===== config.mk =====
export PLATFORM = sky130hd
export DESIGN_NAME = sorted_priority_queue_unit
export DESIGN_NICKNAME = d
export VERILOG_FILES = /design/src/spq_pkg.sv /design/src/spq_cell.sv /design/src/sorted_priority_queue_unit.sv
export SDC_FILE = /design/constraint.sdc
export NUM_CORES = 1
export LEC_CHECK = 0
export BUFFER_PORTS_ARGS = -buffer_cell sky130_fd_sc_hd__buf_4
export CAP_MARGIN = 30
export CORE_UTILIZATION = 35
export CTS_CLUSTER_SIZE = 25
export DETAILED_ROUTE_END_ITERATION = 10
export HOLD_SLACK_MARGIN = 0.15
export REMOVE_ABC_BUFFERS = 1
export SLEW_MARGIN = 10
export SYNTH_ARGS = -nofsm -noshare
export SYNTH_HDL_FRONTEND = slang
export SYNTH_SLANG_ARGS = --single-unit

===== constraint.sdc =====
create_clock -name aclk -period 6.4 [get_ports aclk]
set_input_delay 0.96 -clock aclk [delete_from_list [all_inputs] [get_ports aclk]]
set_output_delay 0.96 -clock aclk [all_outputs]
set_load 0.05 [all_outputs]

===== src/spq_pkg.sv =====
`timescale 1ns / 1ps
// ----------------------------------------------------------------------------
// Sorted priority queue package
// Shared sizes, codes and the entry type of the sorted cell chain.
// ----------------------------------------------------------------------------
package spq_pkg;

    localparam int CAPACITY      = 16;
    localparam int PRIORITY_BITS = 8;
    localparam int VALUE_BITS    = 32;
    localparam int OCC_BITS      = 5;

    typedef enum logic {
        OP_ENQUEUE = 1'b0,
        OP_DEQUEUE = 1'b1
    } op_t;

    typedef enum logic [1:0] {
        ST_OK    = 2'd0,
        ST_EMPTY = 2'd1,
        ST_FULL  = 2'd2
    } status_t;

    typedef struct packed {
        logic                     valid;
        logic [VALUE_BITS-1:0]    value;
        logic [PRIORITY_BITS-1:0] prio;
    } entry_t;

    // Command broadcast to every cell of the chain in the same cycle.
    typedef struct packed {
        logic                     enq;
        logic                     deq;
        logic                     head_le;
        logic [VALUE_BITS-1:0]    value;
        logic [PRIORITY_BITS-1:0] prio;
    } cell_cmd_t;

endpackage


===== src/spq_cell.sv =====
`timescale 1ns / 1ps
// ----------------------------------------------------------------------------
// Sorted queue cell
// Holds one entry; on enqueue it keeps, takes the new entry or takes its left
// neighbor's entry, on dequeue it takes its right neighbor's entry.
// ----------------------------------------------------------------------------
module spq_cell (
    input  logic               aclk,
    input  logic               aresetn,
    input  spq_pkg::cell_cmd_t cmd,
    input  spq_pkg::entry_t    left_entry,
    input  logic               left_mark,
    input  spq_pkg::entry_t    right_entry,
    output spq_pkg::entry_t    entry,
    output logic               mark
);

    spq_pkg::entry_t entry_reg;
    spq_pkg::entry_t entry_next;

    // A marked cell sits at or after the insertion point of the new entry.
    assign mark  = !entry_reg.valid || cmd.head_le || (entry_reg.prio > cmd.prio);
    assign entry = entry_reg;

    always_comb begin
        entry_next = entry_reg;
        if (cmd.enq && mark) begin
            if (!left_mark) begin
                entry_next.valid = 1'b1;
                entry_next.value = cmd.value;
                entry_next.prio  = cmd.prio;
            end else begin
                entry_next = left_entry;
            end
        end else if (cmd.deq) begin
            entry_next = right_entry;
        end
    end

    always_ff @(posedge aclk) begin
        entry_reg.value <= entry_next.value;
        entry_reg.prio  <= entry_next.prio;
        if (!aresetn) begin
            entry_reg.valid <= 1'b0;
        end else begin
            entry_reg.valid <= entry_next.valid;
        end
    end

endmodule


===== src/sorted_priority_queue_unit.sv =====
`timescale 1ns / 1ps
// ----------------------------------------------------------------------------
// Sorted priority queue unit
// Up to 16 (value, priority) entries kept sorted in a chain of cells.
// ----------------------------------------------------------------------------
// Usage: each transfer on the s_ channel is one operation, selected by
// s_tuser (0 enqueue, 1 dequeue). An enqueue places the entry so that the
// smallest priority number sits at the head; a priority not above the head's
// becomes the new head. A dequeue removes the head.
// Every operation yields exactly one transfer on the m_ channel carrying the
// dequeued value (0 otherwise), the status in m_tuser (ok, empty, full) and
// the occupancy after the operation.
// The result is registered. One operation is taken per cycle unless the
// receiver stalls: every cell compares against the broadcast priority and
// shifts in the same cycle, and the single result register sets the pace.
// If the receiver stalls, the result register holds and s_tready goes low
// until that result is taken; the next input is accepted in the same cycle
// the held result leaves.
// Reset (aresetn low, synchronous) empties the queue and drops any pending
// result.
// ----------------------------------------------------------------------------
module sorted_priority_queue_unit (
    input  logic        aclk,
    input  logic        aresetn,
    input  logic        s_tvalid,
    output logic        s_tready,
    input  logic [39:0] s_tdata,   // [31:0] item_value, [39:32] item_priority
    input  logic        s_tuser,   // [0] operation
    output logic        m_tvalid,
    input  logic        m_tready,
    output logic [39:0] m_tdata,   // [31:0] out_value, [36:32] occupancy, rest 0
    output logic [1:0]  m_tuser    // [1:0] status
);

    localparam int N = spq_pkg::CAPACITY;

    spq_pkg::entry_t    ent  [N];
    logic               mark [N];
    spq_pkg::cell_cmd_t cmd;

    logic                              accept;
    logic                              is_deq;
    logic [spq_pkg::OCC_BITS-1:0]      count_reg;
    logic [spq_pkg::OCC_BITS-1:0]      count_next;
    logic                              full;
    logic                              empty;
    logic                              m_valid_reg;
    logic [spq_pkg::VALUE_BITS-1:0]    out_value_reg;
    logic [spq_pkg::VALUE_BITS-1:0]    out_value_next;
    spq_pkg::status_t                  status_reg;
    spq_pkg::status_t                  status_next;
    logic [spq_pkg::OCC_BITS-1:0]      occ_reg;

    assign s_tready = !m_valid_reg || m_tready;
    assign accept   = s_tvalid && s_tready;
    assign is_deq   = (spq_pkg::op_t'(s_tuser) == spq_pkg::OP_DEQUEUE);
    assign full     = (count_reg == spq_pkg::OCC_BITS'(N));
    assign empty    = (count_reg == '0);

    always_comb begin
        cmd.enq     = accept && !is_deq && !full;
        cmd.deq     = accept && is_deq && !empty;
        cmd.value   = s_tdata[spq_pkg::VALUE_BITS-1:0];
        cmd.prio    = s_tdata[spq_pkg::VALUE_BITS +: spq_pkg::PRIORITY_BITS];
        cmd.head_le = ent[0].valid && (cmd.prio <= ent[0].prio);
    end

    genvar gi;
    generate
        for (gi = 0; gi < N; gi++) begin : g_cell
            spq_pkg::entry_t left_e;
            spq_pkg::entry_t right_e;
            logic            left_m;

            if (gi == 0) begin : g_first
                assign left_e = '0;
                assign left_m = 1'b0;
            end else begin : g_mid
                assign left_e = ent[gi-1];
                assign left_m = mark[gi-1];
            end

            if (gi == N - 1) begin : g_last
                assign right_e = '0;
            end else begin : g_inner
                assign right_e = ent[gi+1];
            end

            spq_cell u_cell (
                .aclk        (aclk),
                .aresetn     (aresetn),
                .cmd         (cmd),
                .left_entry  (left_e),
                .left_mark   (left_m),
                .right_entry (right_e),
                .entry       (ent[gi]),
                .mark        (mark[gi])
            );
        end
    endgenerate

    always_comb begin
        count_next     = count_reg;
        out_value_next = '0;
        status_next    = spq_pkg::ST_OK;
        if (is_deq) begin
            if (empty) begin
                status_next = spq_pkg::ST_EMPTY;
            end else begin
                out_value_next = ent[0].value;
                count_next     = count_reg - 1'b1;
            end
        end else begin
            if (full) begin
                status_next = spq_pkg::ST_FULL;
            end else begin
                count_next = count_reg + 1'b1;
            end
        end
    end

    always_ff @(posedge aclk) begin
        if (!aresetn) begin
            count_reg   <= '0;
            m_valid_reg <= 1'b0;
        end else begin
            if (accept) begin
                count_reg   <= count_next;
                m_valid_reg <= 1'b1;
            end else if (m_tready) begin
                m_valid_reg <= 1'b0;
            end
        end
    end

    always_ff @(posedge aclk) begin
        if (accept) begin
            out_value_reg <= out_value_next;
            status_reg    <= status_next;
            occ_reg       <= count_next;
        end
    end

    assign m_tvalid = m_valid_reg;
    assign m_tdata  = {3'b000, occ_reg, out_value_reg};
    assign m_tuser  = status_reg;

endmodule


==> qor.yml, run 1 <==
synthSimpleGateAreaFrac_pct: 3.88
rsz0062_at_grt: "false"
netlist_area_um2: 38600
synth_cells: 3388
clockRootBuffer: "clkbuf_16"
fin_ws_ns: 1.79
synth_edf_count: 679
internal_power_mw: 9.05
wl_per_cell_um: 19.1
synth-xor-area-share_pct: 0.0227
synthArstFlopShare_pct: 0
ys_seq_elements: 701
clk-insertion-delay-late_ns: 0.63
first_global_vias: 25400
area_delta_synth_final_pct: 11.4
p_clk_share_pct: 35.5
place_inst: 4681
ys_warn_count: 0
cts-hold-fix-buffers: 0
cts_tree: "done"
min-delay-path-class: "reg2reg"
status: "completed"
dieWidth_um: 334
synthAdderAreaFrac_pct: 4.21
drt_iter0_drc: 1806
synth_top_family_by_area: "compound AO/OA/AOI/OAI gates"
place_area_um2: 40400
worstSetupPathType: "in2reg"
grt_max_degree: 208
required_ns: 6.64
routed_wirelength_um: 92300
die_h_um: 334
drc_errors: 0
grt_overflow_total: 0
combPwrFrac_pct: 16.5
place_congestion: 0.835
largest_register_ffs: 656
synth_flop_cell: "edfxtp_1"
clockBufferDepth: 3
coreArea_um2: 109000
period_needed_ns: 4.61
arrival_ns: 4.85
rows: 121
synthDistinctLibCells: 51
swShare_pct: 27.5
io_pins: 89
final_area_um2: 43000
setup-tns-final_ns: 0
drv_slew: 0
clkTransAtPathRegs_ns: 0.06
vias_per_cell: 5.32
finalCritPeriodShare_pct: 72.0
antenna_found_initial: 4
grtUsageTotal_pct: 16.3
synth_compound_area_share_pct: 17.2
r2r_slack_ns: 2.37
power.leakage_nw: 18.3
initial_core_util_pct: 35.4
timing_worst_slew_pin_value_ns: 0.985
slew_headroom_pct: 34.3
die_area_um2: 112000
crit_path_max_fanout: 42
cts_sinks: 701
p_seq_share_pct: 48.0
holdWs_ns: 0.500
cp-end-kind: "register"
grt_pass1_wl_um: 148000
power_density_nw_per_um2: 290
cts_buffers: 78
avgSynthCellArea_um2: 11.4
fin_cells: 4829
dr.pass1.iters: 5
max_clock_freq_ghz: 0.217
dp_slack_ns: 1.15
fin_skew_ns: 0.0295
yosysSeqAreaShare_pct: 53.9
dp_hpwl_um: 64000
postCtsSetupBuffers: 0
ir_drop_v: 0.000165
setup_viol: 0
maxCapViolations: 0
finalHoldViolations: 0
p_switching_mw: 3.44
drive_above_1_share_pct: 10.4
htree_levels: 3
ant_nets: 0
start_kind: "input port"
muxShareOfSynthArea_pct: 16.9
nets: 3467
route.vias.total: 25700
io_buffers: 85
cts-resized-gates: 0
[power by group through the flow]
stage               Combinational [mW]  Clock [mW]  Sequential, mW
detailed placement                2.04           0            6.09
CTS                               2.04        4.56            5.99
floorplan                         1.54           0            6.03
finish                            2.06        4.43            5.99
global placement                  1.99           0            6.08
global route                      2.31        4.71            6.04
[critical path, stage by stage]
cell and delay (ns):
buf_4 0.23, inv_1 0.25, buf_4 0.26, ha_1 0.31, o21ai_0 0.26, o21ai_0 0.13, a2111oi_0 0.72, o21ai_4 0.10
buf_4 0.31, and2_2 0.52, or2_2 0.74
[final cells by class]
type	instances	area (um^2)
fillers	10500	66100
flip-flops and latches	701	20800
multi-input cells	2323	16500
clock buffers	102	2120
well taps	1476	1850
repair buffers	155	1300
clock inverters	36	348
inverters	33	124
diodes	3	7.51
[cell usage after synthesis, types with 18 or more instances]
master       n  area, um^2
buf_2       73         365
clkbuf_1   224         841
inv_1       31         116
o21ai_0     68         340
mux2_2      42         473
buf_1       29         109
nand2_1     77         289
and2_1      47         294
edfxtp_1   679       20400
nor2b_1     20         125
dfxtp_1     22         440
a211oi_1    18         135
ha_1       130        1630
nor2_1      57         214
a21oi_1   1076        5390
mux2i_1    605        6060
[kinds of logic (layout without fill, tap and decap cells)]
kind of cell,after synthesis,in the layout
AO/OA/AOI/OAI,1255,1255
flip-flops,701,701
multiplexers,647,647
buffers and inverters,366,326
AND/OR/NAND/NOR,287,287
adder cells (fa/ha/maj),130,130
other,1,6
XOR/XNOR,1,1
[metal layers]
| layer | global-route usage, % | up-vias | wire (um) |
|---|---|---|---|
| met5 | 0 | - | 9 |
| met4 | 4.77 | 2 | 1800 |
| met3 | 2.23 | 103 | 4780 |
| met2 | 25.4 | 647 | 41000 |
| met1 | 23.4 | 12300 | 44700 |
| li1 | - | 12700 | - |
[placed cells by master (no fill, tap or decap), types with 13 or more instances in the layout]
cell type  instances
inv_1             31
o21ai_0           66
buf_4            144
nor2_1            57
dfxtp_1           22
clkbuf_1          18
edfxtp_1         679
o211ai_1          14
and2_1            38
a211oi_1          18
nand3_1           15
mux2i_1          605
clkinv_1          15
clkbuf_16         80
o21a_1            14
a21oi_1         1076
nand2b_1          13
ha_1             130
mux2_2            42
or2_2             13
nor2b_1           20
nand2_1           73
[final timing paths]
check                              startpoint                     endpoint  cells after the start
setup reg to reg    g_cell[0].u_cell.entry[7]  g_cell[11].u_cell.entry[34]                      9
setup / recovery                  s_tdata[38]  g_cell[11].u_cell.entry[34]                     11
hold reg to reg   g_cell[14].u_cell.entry[40]  g_cell[15].u_cell.entry[40]                      2
hold / removal    g_cell[14].u_cell.entry[40]  g_cell[15].u_cell.entry[40]                      2
[per-stage QoR]
stage	power, mW	utilization (%)
global placement	8.07	37.0
detailed placement	8.12	37.0
CTS	12.6	39.3
floorplan	7.57	-
finish	12.5	39.4
global route	13.1	39.4
(Power assumes the default switching activity.)
==> run 2, diff against run 1 <==
- clock period: 6.4 -> 4.8 ns (I/O delays scaled with it)
==> qor.yml, run 2 (synthesis results as in run 1) <==
slew_headroom_pct: 38.2  # was 34.3%
die_area_um2: 112000  # unchanged
status: "completed"  # unchanged
place_congestion: 0.836  # was 0.835
cp-end-kind: "register"  # unchanged
drt_iter0_drc: 1896  # was 1806
power_density_nw_per_um2: 381  # was 290 nW/um^2
cts_sinks: 701  # unchanged
wl_per_cell_um: 20.1  # was 19.1 um
cts-hold-fix-buffers: 0  # unchanged
p_total_mw: 16.6  # was 12.5 mW
initial_core_util_pct: 35.4  # unchanged
clockRootBuffer: "clkbuf_16"  # unchanged
path_common_cell: "buf_4"  # unchanged
grtUsageTotal_pct: 17.2  # was 16.3%
ant_nets: 0  # unchanged
ir_drop_v: 0.000214  # was 0.000165 V
finalCritPeriodShare_pct: 74.3
timing_worst_slew_pin_value_ns: 0.928  # was 0.985 ns
dp_hpwl_um: 66500  # was 64000 um
area_delta_synth_final_pct: 12.7  # was 11.4%
r2r_slack_ns: 1.56  # was 2.37 ns
drive_above_1_share_pct: 11.2  # was 10.4%
clk-insertion-delay-late_ns: 0.65  # was 0.63 ns
final_area_um2: 43500  # was 43000 um^2
place_area_um2: 41000  # was 40400 um^2
final_common_cell: "a21oi_1"  # unchanged
route.vias.total: 26200  # was 25700
setup-tns-final_ns: 0  # unchanged
clkTransAtPathRegs_ns: 0.06  # about the same
postCtsSetupBuffers: 0  # unchanged
drv_slew: 0  # unchanged
htree_levels: 3  # unchanged
io_buffers: 85  # unchanged
grt_pass1_wl_um: 153000  # was 148000 um
die_h_um: 334  # unchanged
fin_skew_ns: 0.0280  # was 0.0295 ns
drc_errors: 0  # unchanged
cts_tree: "done"  # unchanged
cpPeakStageDelay_ns: 0.55  # was 0.74 ns
dr.pass1.iters: 5  # unchanged
max_clock_freq_ghz: 0.280
setup_viol: 0  # unchanged
maxCapViolations: 0  # unchanged
required_ns: 5.17  # was 6.64 ns
nets: 3496  # was 3467
power.leakage_nw: 18.6  # was 18.3 nW
crit_chain: "buf_4, inv_1, ha_1, a211oi_1, o21ai_0, a2111oi_0, buf_4, o21ai_4, and2_2, or2_2, buf_12"  # was buf_4, inv_1, buf_4, ha_1, o21ai_0, o21ai_0, a2111oi_0, o21ai_4, buf_4, and2_2, or2_2
first_global_vias: 25600  # was 25400
min-delay-path-class: "in2reg"  # was reg2reg
period_needed_ns: 3.57
crit_path_max_fanout: 31  # was 42
arrival_ns: 3.94  # was 4.85 ns
io_pins: 89  # unchanged
worstSetupPathType: "in2reg"  # unchanged
finalCoreUtilization_pct: 39.9  # was 39.4%
rows: 121  # unchanged
routed_wirelength_um: 97700  # was 92300 um
cts-resized-gates: 0  # unchanged
largest_register_ffs: 656  # unchanged
antenna_found_initial: 5  # was 4
grt_max_degree: 164  # was 208
coreArea_um2: 109000  # unchanged
mostFrequentLayoutCells: "a21oi_1 (1076), edfxtp_1 (679), mux2i_1 (605)"  # unchanged
clockBufferDepth: 3  # unchanged
critPathSlowestCell: "inv_1"  # was or2_2
dieWidth_um: 334  # unchanged
start_kind: "input port"  # unchanged
grt_overflow_total: 0  # unchanged
cts_buffers: 79  # was 78
finalHoldViolations: 0  # unchanged
vias_per_cell: 5.39  # was 5.32
fin_cells: 4866  # was 4829
place_inst: 4714  # was 4681
rsz0062_at_grt: "false"  # unchanged
## run 2: cell types whose count changed in the layout (fill, tap and decap cells not counted), sizes merged
| cell | previous run | this run |
|---|---|---|
| clkinv | 27 | 33 |
| clkbuf | 102 | 106 |
| bufinv | 6 | 2 |
| inv | 34 | 35 |
| buf | 155 | 183 |
| diode | 3 | 5 |
## run 2: critical path, delay by kind of cell
| kind | cells | cell delay [ns] |
|---|---|---|
| AO/OA/AOI/OAI | 4 | 0.95 |
| adder cells (fa/ha/maj) | 1 | 0.37 |
| buffers and inverters | 4 | 1.19 |
| AND/OR/NAND/NOR | 2 | 0.64 |
## run 2: path summary, 6_finish.rpt
path	startpoint	end	cells after the start
worst max-delay path	s_tdata[37]	g_cell[1].u_cell.entry[12]	11
worst max register to register	count_reg[0]	g_cell[1].u_cell.entry[12]	8
worst min-delay path	s_tvalid	m_tvalid	3
worst min register to register	g_cell[15].u_cell.entry[14]	g_cell[14].u_cell.entry[14]	2
## run 2: layout make-up
class	instances	area [um^2]
Fill cell	10400	65700
Sequential cell	701	20800
Multi-Input combinational cell	2323	16500
Clock buffer	106	2130
Tap cell	1476	1850
Timing Repair Buffer	183	1810
Clock inverter	39	292
Inverter	33	124
Antenna cell	5	12.5
## run 2: power by group
part	total [mW]	internal (mW)	leakage, nW	switching (mW)
registers	7.99	7.60	6.58	0.388
logic	2.83	1.07	10.8	1.76
clock network	5.76	3.24	1.18	2.52
total	16.6	11.9	18.6	4.67
## run 2: per-stage QoR
stage / hold WS [ns] / setup slack, ns
CTS: 0.306 / 1.31
finish: 0.346 / 1.23
global placement: 0.499 / 0.697
floorplan: 0.449 / -14.31
global route: 0.346 / 1.08
detailed placement: 0.510 / 0.638
## run 2: per-layer routing
layer | global-route usage, % | part of all wire, %
met2 | 26.2 | 44
met3 | 2.10 | 5.1
met1 | 25.2 | 49
met5 | 0 | 0
met4 | 5.38 | 2.2
==> run 3, diff against run 2 <==
- clock period: 4.8 -> 3.1 ns (I/O delays scaled with it)
==> qor.yml, run 3 (synthesis results as in run 1) <==
status: "completed"  # unchanged
htree_levels: 3  # unchanged
min-delay-path-class: "in2reg"  # unchanged
whs_endpoint: "m_tuser[1]"  # was m_tvalid
initial_core_util_pct: 35.4  # unchanged
power.leakage_nw: 19.5  # was 18.6 nW
register_area_um2: 20800  # unchanged
routed_wirelength_um: 97600  # was 97700 um
setup_viol: 0  # unchanged
dp_slack_ns: -0.266  # was 0.638 ns
place_congestion: 0.806  # was 0.836
drive_above_1_share_pct: 15.4  # was 11.2%
required_ns: 3.49  # was 5.17 ns
clockBufferDepth: 3  # unchanged
largest_register_ffs: 656  # unchanged
finalHoldViolations: 0  # unchanged
ff2ff_path_depth: 12  # was 8
reg2reg_from: "g_cell[0].u_cell.entry[0]"  # was count_reg[0]
die_area_um2: 112000  # unchanged
maxCapViolations: 0  # unchanged
drt_iter0_drc: 1856  # was 1896
cts_tree: "done"  # unchanged
period_needed_ns: 2.99
clockRootBuffer: "clkbuf_16"  # unchanged
crit_chain: "inv_1, ha_1, nand2b_1, a2111o_1, a32o_1, buf_12, buf_4, nor3_4, buf_12, buf_4, mux2i_1, nor2_1"  # was buf_4, inv_1, ha_1, a211oi_1, o21ai_0, a2111oi_0, buf_4, o21ai_4, and2_2, or2_2, buf_12
rows: 121  # unchanged
drv_slew: 0  # unchanged
setup-tns-final_ns: 0  # unchanged
rsz0062_at_grt: "false"  # unchanged
dp_hpwl_um: 71500  # was 66500 um
cpPeakStageDelay_ns: 0.43  # was 0.55 ns
place_inst: 4884  # was 4714
cts_sinks: 701  # unchanged
slew_headroom_pct: 56.6  # was 38.2%
timing_worst_slew_pin_value_ns: 0.643  # was 0.928 ns
clkTransAtPathRegs_ns: 0.06  # about the same
coreArea_um2: 109000  # unchanged
crit_path_max_fanout: 11  # was 31
cts_buffers: 76  # was 79
max_clock_freq_ghz: 0.334
cp-end-kind: "register"  # unchanged
io_pins: 89  # unchanged
r2r_end: "g_cell[15].u_cell.entry[18]"  # was g_cell[1].u_cell.entry[12]
clk-insertion-delay-late_ns: 0.64  # was 0.65 ns
ir_drop_v: 0.000355  # was 0.000214 V
wl_per_cell_um: 19.4  # was 20.1 um
fin_ws_ns: 0.108  # was 1.23 ns
power_density_nw_per_um2: 577  # was 381 nW/um^2
final_area_um2: 45200  # was 43500 um^2
grtUsageTotal_pct: 17.2  # about the same
grt_max_degree: 93  # was 164
place_area_um2: 42700  # was 41000 um^2
io_buffers: 85  # unchanged
antenna_found_initial: 9  # was 5
first_global_vias: 26200  # was 25600
finalCritPeriodShare_pct: 96.5
grt_overflow_total: 0  # unchanged
p_total_mw: 26.1  # was 16.6 mW
fillers: 10400  # about the same
vias_per_cell: 5.29  # was 5.39
holdWs_ns: 0.228  # was 0.346 ns
dr.pass1.iters: 5  # unchanged
route.vias.total: 26600  # was 26200
critPathSlowestCell: "a2111o_1"  # was inv_1
area_delta_synth_final_pct: 17.0  # was 12.7%
multi_input_area_um2: 16500  # about the same
worstSetupPathType: "reg2reg"  # was in2reg
ant_nets: 0  # unchanged
grt_pass1_wl_um: 153000  # about the same
start_kind: "register"  # was input port
final_common_cell: "a21oi_1"  # unchanged
mostFrequentLayoutCells: "a21oi_1 (1076), edfxtp_1 (679), mux2i_1 (605)"  # unchanged
drc_errors: 0  # unchanged
dieWidth_um: 334  # unchanged
min_path_cells: 2  # was 3
fin_cells: 5038  # was 4866
fin_skew_ns: 0.0230  # was 0.0280 ns
finalCoreUtilization_pct: 41.4  # was 39.9%
nets: 3664  # was 3496
hold_path.startpoint: "s_tuser"  # was s_tvalid
die_h_um: 334  # unchanged
arrival_ns: 3.39  # was 3.94 ns
r2r_slack_ns: 0.11  # was 1.56 ns
[run 3: cell count changes in the layout (fill, tap and decap cells not counted), moves of 2 or more]
cell / change
clkbuf_1: +2
dlygate4sd3_1: +3
buf_12: +27
bufinv_16: +3
clkinv_2: -5
buf_4: +141
clkinv_1: -6
clkbuf_16: -3
diode_2: +8
clkbuf_8: +2
[run 3: what timing repair did]
action	4_1_cts	5_1_grt
hold endpoints to repair	7	0
gates resized for setup	0	2
hold buffers	3	0
setup endpoints to repair	0	75
setup buffers	0	0
[run 3: area by class of cell]
class                           instances  area share [%]
Inverter                               33           0.274
Clock buffer                          107            4.62
Sequential cell                       701            46.1
Clock inverter                         31           0.786
Tap cell                             1476            4.09
Multi-Input combinational cell       2323            36.4
Antenna cell                           13          0.0720
Timing Repair Buffer                  354            7.61
[run 3: report_power, final]
part / internal (mW) / switching, mW / leakage [nW]
Sequential: 11.8 / 0.612 / 6.58
Combinational: 1.91 / 2.76 / 11.7
Clock: 5.16 / 3.87 / 1.18
Total: 18.8 / 7.25 / 19.5
[run 3: critical path: cells and delay by family, from the launching register on]
family	cells	cell delay, ns
multiplexers	1	0.20
adder cells (fa/ha/maj)	1	0.21
flip-flops	1	0.40
AO/OA/AOI/OAI	2	0.72
AND/OR/NAND/NOR	3	0.44
buffers and inverters	5	0.76
[run 3: how the worst max path moves through the flow]
stage / startpoint / depth (start not counted) / to / slack (ns)
floorplan: m_tvalid / 5 / g_cell[15].u_cell.entry[0] / -15.80
global placement: s_tdata[37] / 14 / g_cell[8].u_cell.entry[18] / -0.17
detailed placement: s_tdata[37] / 13 / g_cell[11].u_cell.entry[10] / -0.27
CTS: g_cell[0].u_cell.entry[4] / 11 / g_cell[15].u_cell.entry[18] / 0.07
global route: g_cell[6].u_cell.entry[5] / 9 / g_cell[6].u_cell.entry[39] / 0.01
finish: g_cell[0].u_cell.entry[0] / 12 / g_cell[15].u_cell.entry[18] / 0.11
[run 3: layer usage]
layer	vias to the layer above	routed length, um	GRT usage, %
met4	4	2260	5.63
met2	601	43700	26.7
li1	13100	-	-
met1	12800	46800	24.3
met3	136	4770	2.64
met5	-	18	0
